## config.mk

```make
export PLATFORM = sky130hd
export DESIGN_NAME = ttc_ctrl
export DESIGN_NICKNAME = d
export VERILOG_FILES = /design/src/ttc_pkg.sv /design/src/ttc_ctrl.sv
export SDC_FILE = /design/constraint.sdc
export NUM_CORES = 1
export LEC_CHECK = 0
export BUFFER_PORTS_ARGS = -buffer_cell sky130_fd_sc_hd__buf_2
export CORE_AREA = 2 2 39 41
export DETAILED_ROUTE_END_ITERATION = 12
export DIE_AREA = 0 0 41 43
export PLACE_DENSITY = 0.44
export SLEW_MARGIN = 20
export SYNTH_ARGS = -nofsm -noshare
export SYNTH_HDL_FRONTEND = slang
export SYNTH_SLANG_ARGS = --single-unit
```

## constraint.sdc

```tcl
create_clock -name clock -period 2.6 [get_ports clock]
set_input_delay 0.13 -clock clock [delete_from_list [all_inputs] [get_ports clock]]
set_output_delay 0.13 -clock clock [all_outputs]
set_load 0.05 [all_outputs]
```

## src/ttc_pkg.sv

```systemverilog
package ttc_pkg;

   localparam int ROM_SIZE = 165;
   localparam int RES_BITS = 22;
   localparam logic [11:0] WIN_LOW_MV = 12'd300;
   localparam logic [11:0] WIN_HIGH_MV = 12'd1250;
   localparam logic signed [7:0] FAKE_TEMP = 8'sd25;
   localparam logic signed [7:0] BASE_TEMP = -8'sd40;

   localparam logic [1:0] CSR_TRIP_LOW = 2'd0;
   localparam logic [1:0] CSR_TRIP_MID = 2'd1;
   localparam logic [1:0] CSR_TRIP_HIGH = 2'd2;

   typedef logic [RES_BITS-1:0] res_type;

   // Commands from controller to datapath.
   typedef struct packed {
      logic load;      // latch reading and start
      logic div_step;  // one restoring division step
      logic rom_step;  // compare one table entry
      logic finish;    // build result word
   } ttc_cmd_type;

   // Status from datapath to controller.
   typedef struct packed {
      logic in_window;
      logic last_bias;
      logic div_last;
      logic rom_hit;
      logic rom_last;
   } ttc_stat_type;

   function automatic logic [5:0] bias_ua(input logic [2:0] idx);
      logic [5:0] b;
      begin
         case (idx)
            3'd0: b = 6'd31;
            3'd1: b = 6'd61;
            3'd2: b = 6'd16;
            3'd3: b = 6'd11;
            default: b = 6'd6;
         endcase
         return b;
      end
   endfunction

   function automatic logic [12:0] poll_ms(input logic [1:0] lvl);
      logic [12:0] p;
      begin
         case (lvl)
            2'd0: p = 13'd5000;
            2'd1: p = 13'd4000;
            2'd2: p = 13'd3000;
            default: p = 13'd2000;
         endcase
         return p;
      end
   endfunction

   function automatic res_type res_rom(input logic [7:0] i);
      res_type r;
      begin
         case (i)
            8'd0: r = 1747919; 8'd1: r = 1631671; 8'd2: r = 1523950; 8'd3: r = 1424075;
            8'd4: r = 1331424; 8'd5: r = 1245427; 8'd6: r = 1165564; 8'd7: r = 1091357;
            8'd8: r = 1022369; 8'd9: r = 958201; 8'd10: r = 898485; 8'd11: r = 842883;
            8'd12: r = 791087; 8'd13: r = 742813; 8'd14: r = 697798; 8'd15: r = 655802;
            8'd16: r = 616604; 8'd17: r = 580001; 8'd18: r = 545804; 8'd19: r = 513842;
            8'd20: r = 483953; 8'd21: r = 455992; 8'd22: r = 429821; 8'd23: r = 405317;
            8'd24: r = 382362; 8'd25: r = 360849; 8'd26: r = 340680; 8'd27: r = 321762;
            8'd28: r = 304010; 8'd29: r = 287346; 8'd30: r = 271697; 8'd31: r = 256994;
            8'd32: r = 243176; 8'd33: r = 230183; 8'd34: r = 217962; 8'd35: r = 206463;
            8'd36: r = 195624; 8'd37: r = 185419; 8'd38: r = 175807; 8'd39: r = 166751;
            8'd40: r = 158214; 8'd41: r = 150165; 8'd42: r = 142572; 8'd43: r = 135408;
            8'd44: r = 128645; 8'd45: r = 122259; 8'd46: r = 116227; 8'd47: r = 110527;
            8'd48: r = 105139; 8'd49: r = 100045; 8'd50: r = 95226; 8'd51: r = 90667;
            8'd52: r = 86351; 8'd53: r = 82266; 8'd54: r = 78396; 8'd55: r = 74730;
            8'd56: r = 71255; 8'd57: r = 67962; 8'd58: r = 64838; 8'd59: r = 61875;
            8'd60: r = 59064; 8'd61: r = 56396; 8'd62: r = 53862; 8'd63: r = 51456;
            8'd64: r = 49171; 8'd65: r = 47000; 8'd66: r = 44936; 8'd67: r = 42973;
            8'd68: r = 41107; 8'd69: r = 39332; 8'd70: r = 37643; 8'd71: r = 36035;
            8'd72: r = 34504; 8'd73: r = 33046; 8'd74: r = 31657; 8'd75: r = 30333;
            8'd76: r = 29073; 8'd77: r = 27871; 8'd78: r = 26726; 8'd79: r = 25633;
            8'd80: r = 24590; 8'd81: r = 23596; 8'd82: r = 22646; 8'd83: r = 21740;
            8'd84: r = 20874; 8'd85: r = 20047; 8'd86: r = 19258; 8'd87: r = 18503;
            8'd88: r = 17781; 8'd89: r = 17092; 8'd90: r = 16432; 8'd91: r = 15801;
            8'd92: r = 15198; 8'd93: r = 14620; 8'd94: r = 14067; 8'd95: r = 13538;
            8'd96: r = 13031; 8'd97: r = 12546; 8'd98: r = 12081; 8'd99: r = 11636;
            8'd100: r = 11209; 8'd101: r = 10800; 8'd102: r = 10409; 8'd103: r = 10033;
            8'd104: r = 9673; 8'd105: r = 9327; 8'd106: r = 8996; 8'd107: r = 8678;
            8'd108: r = 8372; 8'd109: r = 8079; 8'd110: r = 7797; 8'd111: r = 7526;
            8'd112: r = 7266; 8'd113: r = 7016; 8'd114: r = 6775; 8'd115: r = 6544;
            8'd116: r = 6322; 8'd117: r = 6109; 8'd118: r = 5904; 8'd119: r = 5707;
            8'd120: r = 5517; 8'd121: r = 5335; 8'd122: r = 5160; 8'd123: r = 4992;
            8'd124: r = 4829; 8'd125: r = 4673; 8'd126: r = 4522; 8'd127: r = 4377;
            8'd128: r = 4236; 8'd129: r = 4101; 8'd130: r = 3971; 8'd131: r = 3846;
            8'd132: r = 3725; 8'd133: r = 3608; 8'd134: r = 3496; 8'd135: r = 3387;
            8'd136: r = 3283; 8'd137: r = 3183; 8'd138: r = 3086; 8'd139: r = 2992;
            8'd140: r = 2901; 8'd141: r = 2814; 8'd142: r = 2730; 8'd143: r = 2648;
            8'd144: r = 2570; 8'd145: r = 2494; 8'd146: r = 2420; 8'd147: r = 2349;
            8'd148: r = 2280; 8'd149: r = 2213; 8'd150: r = 2149; 8'd151: r = 2087;
            8'd152: r = 2027; 8'd153: r = 1969; 8'd154: r = 1913; 8'd155: r = 1859;
            8'd156: r = 1807; 8'd157: r = 1757; 8'd158: r = 1708; 8'd159: r = 1661;
            8'd160: r = 1615; 8'd161: r = 1570; 8'd162: r = 1527; 8'd163: r = 1485;
            8'd164: r = 1445;
            default: r = '0;
         endcase
         return r;
      end
   endfunction

endpackage

```

## src/ttc_ctrl.sv

```systemverilog
module ttc_ctrl (
   input  logic                  clock,
   input  logic                  reset,
   input  logic                  req_valid,
   output logic                  req_stall,
   output logic                  rsp_valid,
   input  logic                  rsp_stall,
   input  ttc_pkg::ttc_stat_type stat,
   output ttc_pkg::ttc_cmd_type  cmd
);

   typedef enum logic [2:0] {ST_IDLE, ST_CHECK, ST_DIV, ST_ROM, ST_FINISH, ST_OUT}
      state_type;

   state_type state_ff, state_in;

   assign req_stall = (state_ff != ST_IDLE);
   assign rsp_valid = (state_ff == ST_OUT);

   // Issue datapath commands per state
   always_comb begin
      cmd = '0;
      state_in = state_ff;
      unique case (state_ff)
         ST_IDLE: begin
            if (req_valid) begin
               cmd.load = 1'b1;
               state_in = ST_CHECK;
            end
         end
         ST_CHECK: begin
            if (stat.in_window) state_in = ST_DIV;
            else begin
               cmd.finish = 1'b1;
               state_in = ST_OUT;
            end
         end
         ST_DIV: begin
            cmd.div_step = 1'b1;
            if (stat.div_last) state_in = ST_ROM;
         end
         ST_ROM: begin
            cmd.rom_step = 1'b1;
            if (stat.rom_hit || stat.rom_last) state_in = ST_FINISH;
         end
         ST_FINISH: begin
            cmd.finish = 1'b1;
            state_in = ST_OUT;
         end
         ST_OUT: begin
            if (!rsp_stall) state_in = ST_IDLE;
         end
         default: state_in = ST_IDLE;
      endcase
   end

   // Hold state
   always_ff @(posedge clock) begin
      if (reset) state_ff <= ST_IDLE;
      else state_ff <= state_in;
   end

endmodule

```

# After elaboration in Yosys (flattened, before gate mapping)
# Cells that the tools add are included.
word_totals:
  ff_bits: 3
  inputBits: 9
  word_cells: 26
  output_inout_bits: 6
classes:
  eq_ne: 9
  muxes: 12
  n_reduce_logical: 4
ops:
  columns: ["cell", "count"]
  rows:
  - ["3-bit case mux with 6 select lines", 1]
  - ["3-bit two-way mux", 5]
  - ["2-bit != test (second input constant)", 4]
  - ["3-bit by 2-bit == test with 1-bit output (second input constant)", 2]
  - ["3-bit == test (second input constant)", 2]
  - ["1-bit two-way mux", 5]
  - ["4-bit AND reduction", 1]
  - ["3-bit by 1-bit == test with 1-bit output (second input constant)", 1]
  - ["3-bit logical NOT", 1]
  - ["3-bit nonzero test", 1]
  - ["1-bit case mux with 2 select lines", 1]
  - ["1-bit logical OR", 1]

# Longest topological paths before layout
depth:
  depth_word: 3
  depth_mapped: 5

# Worst setup path after synthesis
# No wires, ideal clock.
synth_path:
  kind: "reg2out"
  startpoint: "register state_ff[1]"
  endpoint: "output port cmd[3] (netlist name)"
  arrival_time_ps: 1795
  path_stages_with_launch: 4
  path_slack_ps: 675
  cell_sequence: "dfxtp_1 > clkbuf_1 > or3_1 > nor2_1"
synth_rtl:
  columns: ["element", "line_no", "text"]
  rows:
  - ["from (decl)", "ttc_ctrl.sv:15", "state_type state_ff, state_in;"]
  - ["from (signal assigned)", "ttc_ctrl.sv:60", "else state_ff <= state_in;"]
  - ["to (decl)", "ttc_ctrl.sv:9", "output ttc_pkg::ttc_cmd_type cmd"]

==> summary.txt <==
Outcome
  – Status: complete, no violations

Clock network
  – CTS tree: built
  – Worst-Skew Late Latency: 0.23 ns
  – Root Driver: clkbuf_4
  – Sinks on Clock Net: 3
  – CTS Buf Count: 3
  – Cts hold-fix bufs: 0
  – Clk pin slew, worst setup/hold paths: 0.04 ns
  – Clock Path Buffers: 2
  – Postcts setup bufs: 0
  – H-tree depth: 1
  – Post-CTS sizing: 0

Cells and area
  – Nets: 61
  – Post-route cell area: ~360 um2
  – Most flops, register: state_ff
  – Most frequent cells in the layout: buf_2, nor2_1
  – Number of antenna diodes: 0
  – Most common cell after layout, fill and taps aside: buf_2
  – Largest register FFs: 3
  – Biggest regs: state_ff: 3 flops
  – FILL cells: approximately 160
  – Share of cells above drive strength 1: roughly 37%
  – Synth-to-Final Area Change: 37.3%

Synth
  – Mean post-synth cell area: slightly above 7 um2
  – Mapped Cells: 37
  – Warnings from Yosys: 0
  – Top cells by area, synth: dfxtp_1, nor2_1, nor3b_1, a21oi_1, and2_1
  – Library cells used by synthesis: 22
  – Yosys top cell by area: dfxtp_1
  – Post-synth top area share: a little under a quarter
  – Mapped Nets: between 40 and 50
  – Sequential area share after synthesis: 23.0%
  – Synth Cell Area: 262 um2
  – Synth Register Bits: 3

Worst hold path
  – Worst Hold Class: primary input to flop
  – Worst Hold Depth: 2

Job
  – Max_cap viols: 0

Placement
  – Post-detail-place hpwl: roughly 440 um
  – Setup WS pre-CTS: ~1.2 ns
  – Port bufs: 13
  – GPL Wtd Cong: between 0.6 and 0.7
  – DP Area: 333 um2

Route
  – Drt drc: 0
  – Final antenna-violating net count: 0
  – Vias: 302
  – Routed WL per cell: about 9.2 um
  – Final WL: between 600 and 700 um
  – Initial drt markers: 8
  – Vias per cell: 4.51
  – TritonRoute pass-1 iters: 4

STA
  – Slew @ Worst Pin: around 0.37 ns
  – Tcrit/Tclk final: 62.0%
  – Clock Skew: 0.000424 ns
  – Final setup violation count: 0
  – Setup ws final: between 0.9 and 1 ns
  – RSZ-0062 raised after global routing: false
  – Pins Over Slew Limit: 0
  – Max-Slew Margin vs Limit: between 70% and 80%
  – Crit path time final: ~1.6 ns
  – Maximum clock rate: approximately 620 MHz
  – Final number of hold-violating endpoints: 0
  – Total negative setup slack: 0 ns

Floorplan
  – Die W: ~40 um
  – DIE HEIGHT: about 43 um
  – Cell Rows: 14
  – Core area: between 0.001 and 0.0015 mm2
  – I/O pin count: 15
  – Full die area: 0.00176 mm2
  – Starting Density: a little under a fifth

Global route
  – Pin count of the biggest net entering global routing: 13
  – Initial antenna violation count: 0
  – Number of global-route vias before repair: ~250
  – GRT Total Usage: 8.63%
  – First-pass GRT wire length: about 950 um
  – Grt ovf: 0

Critical path
  – Critical Path Source Type: flop
  – CP Max Fanout: 12
  – CP Data Arrival Time: roughly 1.5 ns
  – CP max stage delay: approximately 0.54 ns
  – Critical Path RT: between 2 and 2.5 ns
  – CP delay by family, top: flip-flops
  – Path depth of the worst reg2reg path: 3
  – WP depth: 5
  – Critical Path Slowest Stage Cell: dfxtp_1
  – CP Cell Sequence: inv_2 > nor3_1 > a21oi_1 > nor2_1 > buf_2
  – Bufs and invs on worst path: 2
  – Crit path capture type: primary output
  – WS Path Type: flop to primary output

Power
  – Power Total: roughly 330 uW
  – Total power per unit cell area: 909 mW/mm2
  – Leak: ~0.00017 uW
  – Peak supply drop: around 0.24 mV
[cells in the mapped netlist]
library cell and number:
a21oi_1 3, nor3b_1 3, nand3_1 1, mux2i_1 1, o21ai_2 1, nand4b_1 1
a311oi_1 1, a21o_1 1, o21a_1 1, nor3_1 2, inv_2 1, nor2b_1 1
and2b_2 1, or3_1 2, clkbuf_1 1, o22a_1 1, dfxtp_1 3, nor2_1 6
buf_2 2, o21ai_1 1, inv_1 1, and2_1 2
[layer usage]
metal	global-route usage, %	vias up	share of wire [%]
li1	-	160	-
met2	10.9	16	38
met3	7.85	0	12
met1	9.62	126	50
met4	4.00	0	0
met5	0	-	0
[area by class of cell]
cell class / count / area (um2) / share of cell area, %
sequential: 3 / 60.1 / 16.7
inverter: 2 / 7.51 / 2.09
multi-input combinational: 29 / 180 / 50.2
tap: 16 / 20.0 / 5.57
clock buffer: 4 / 26.3 / 7.32
timing repair buffer: 13 / 65.1 / 18.1
[cells by family after synthesis]
group	synth area share [%]
flops	23.0
mux	3.83
compound gates	23.4
simple gates	41.6
buf+inv	8.13
[worst reg2reg max path, stage by stage, from the launching register on]
cell      delay [ns]
dfxtp_1         0.41
or3_1           0.38
a21o_1          0.19
a311oi_1        0.24
[stage by stage]
| step | hold slack, ns | utilization (%) | cells |
|---|---|---|---|
| floorplan | 0.199 | - | 37 |
| global placement | 0.334 | 24.1 | 63 |
| detailed placement | 0.331 | 24.1 | 63 |
| CTS | 0.0757 | 25.9 | 67 |
| global route | 0.0786 | 25.9 | 67 |
| finish | 0.0874 | 25.9 | 67 |
[worst paths after layout]
kind	start	to	slack (ns)
setup reg to reg	state_ff[0]	state_ff[0]	1.28
hold reg to reg	state_ff[2]	state_ff[2]	0.65
hold / removal	reset	state_ff[2]	0.09
setup / recovery	state_ff[0]	cmd[0]	0.99
[power by group]
part           internal, uW  switching [uW]  leakage [uW]
combinational          54.9             106      0.000133
sequential             56.1            26.7     0.0000248
clock                  57.6            25.0     0.0000150
total                   169             158      0.000172
Note: power is estimated with default switching activity, not from simulation.
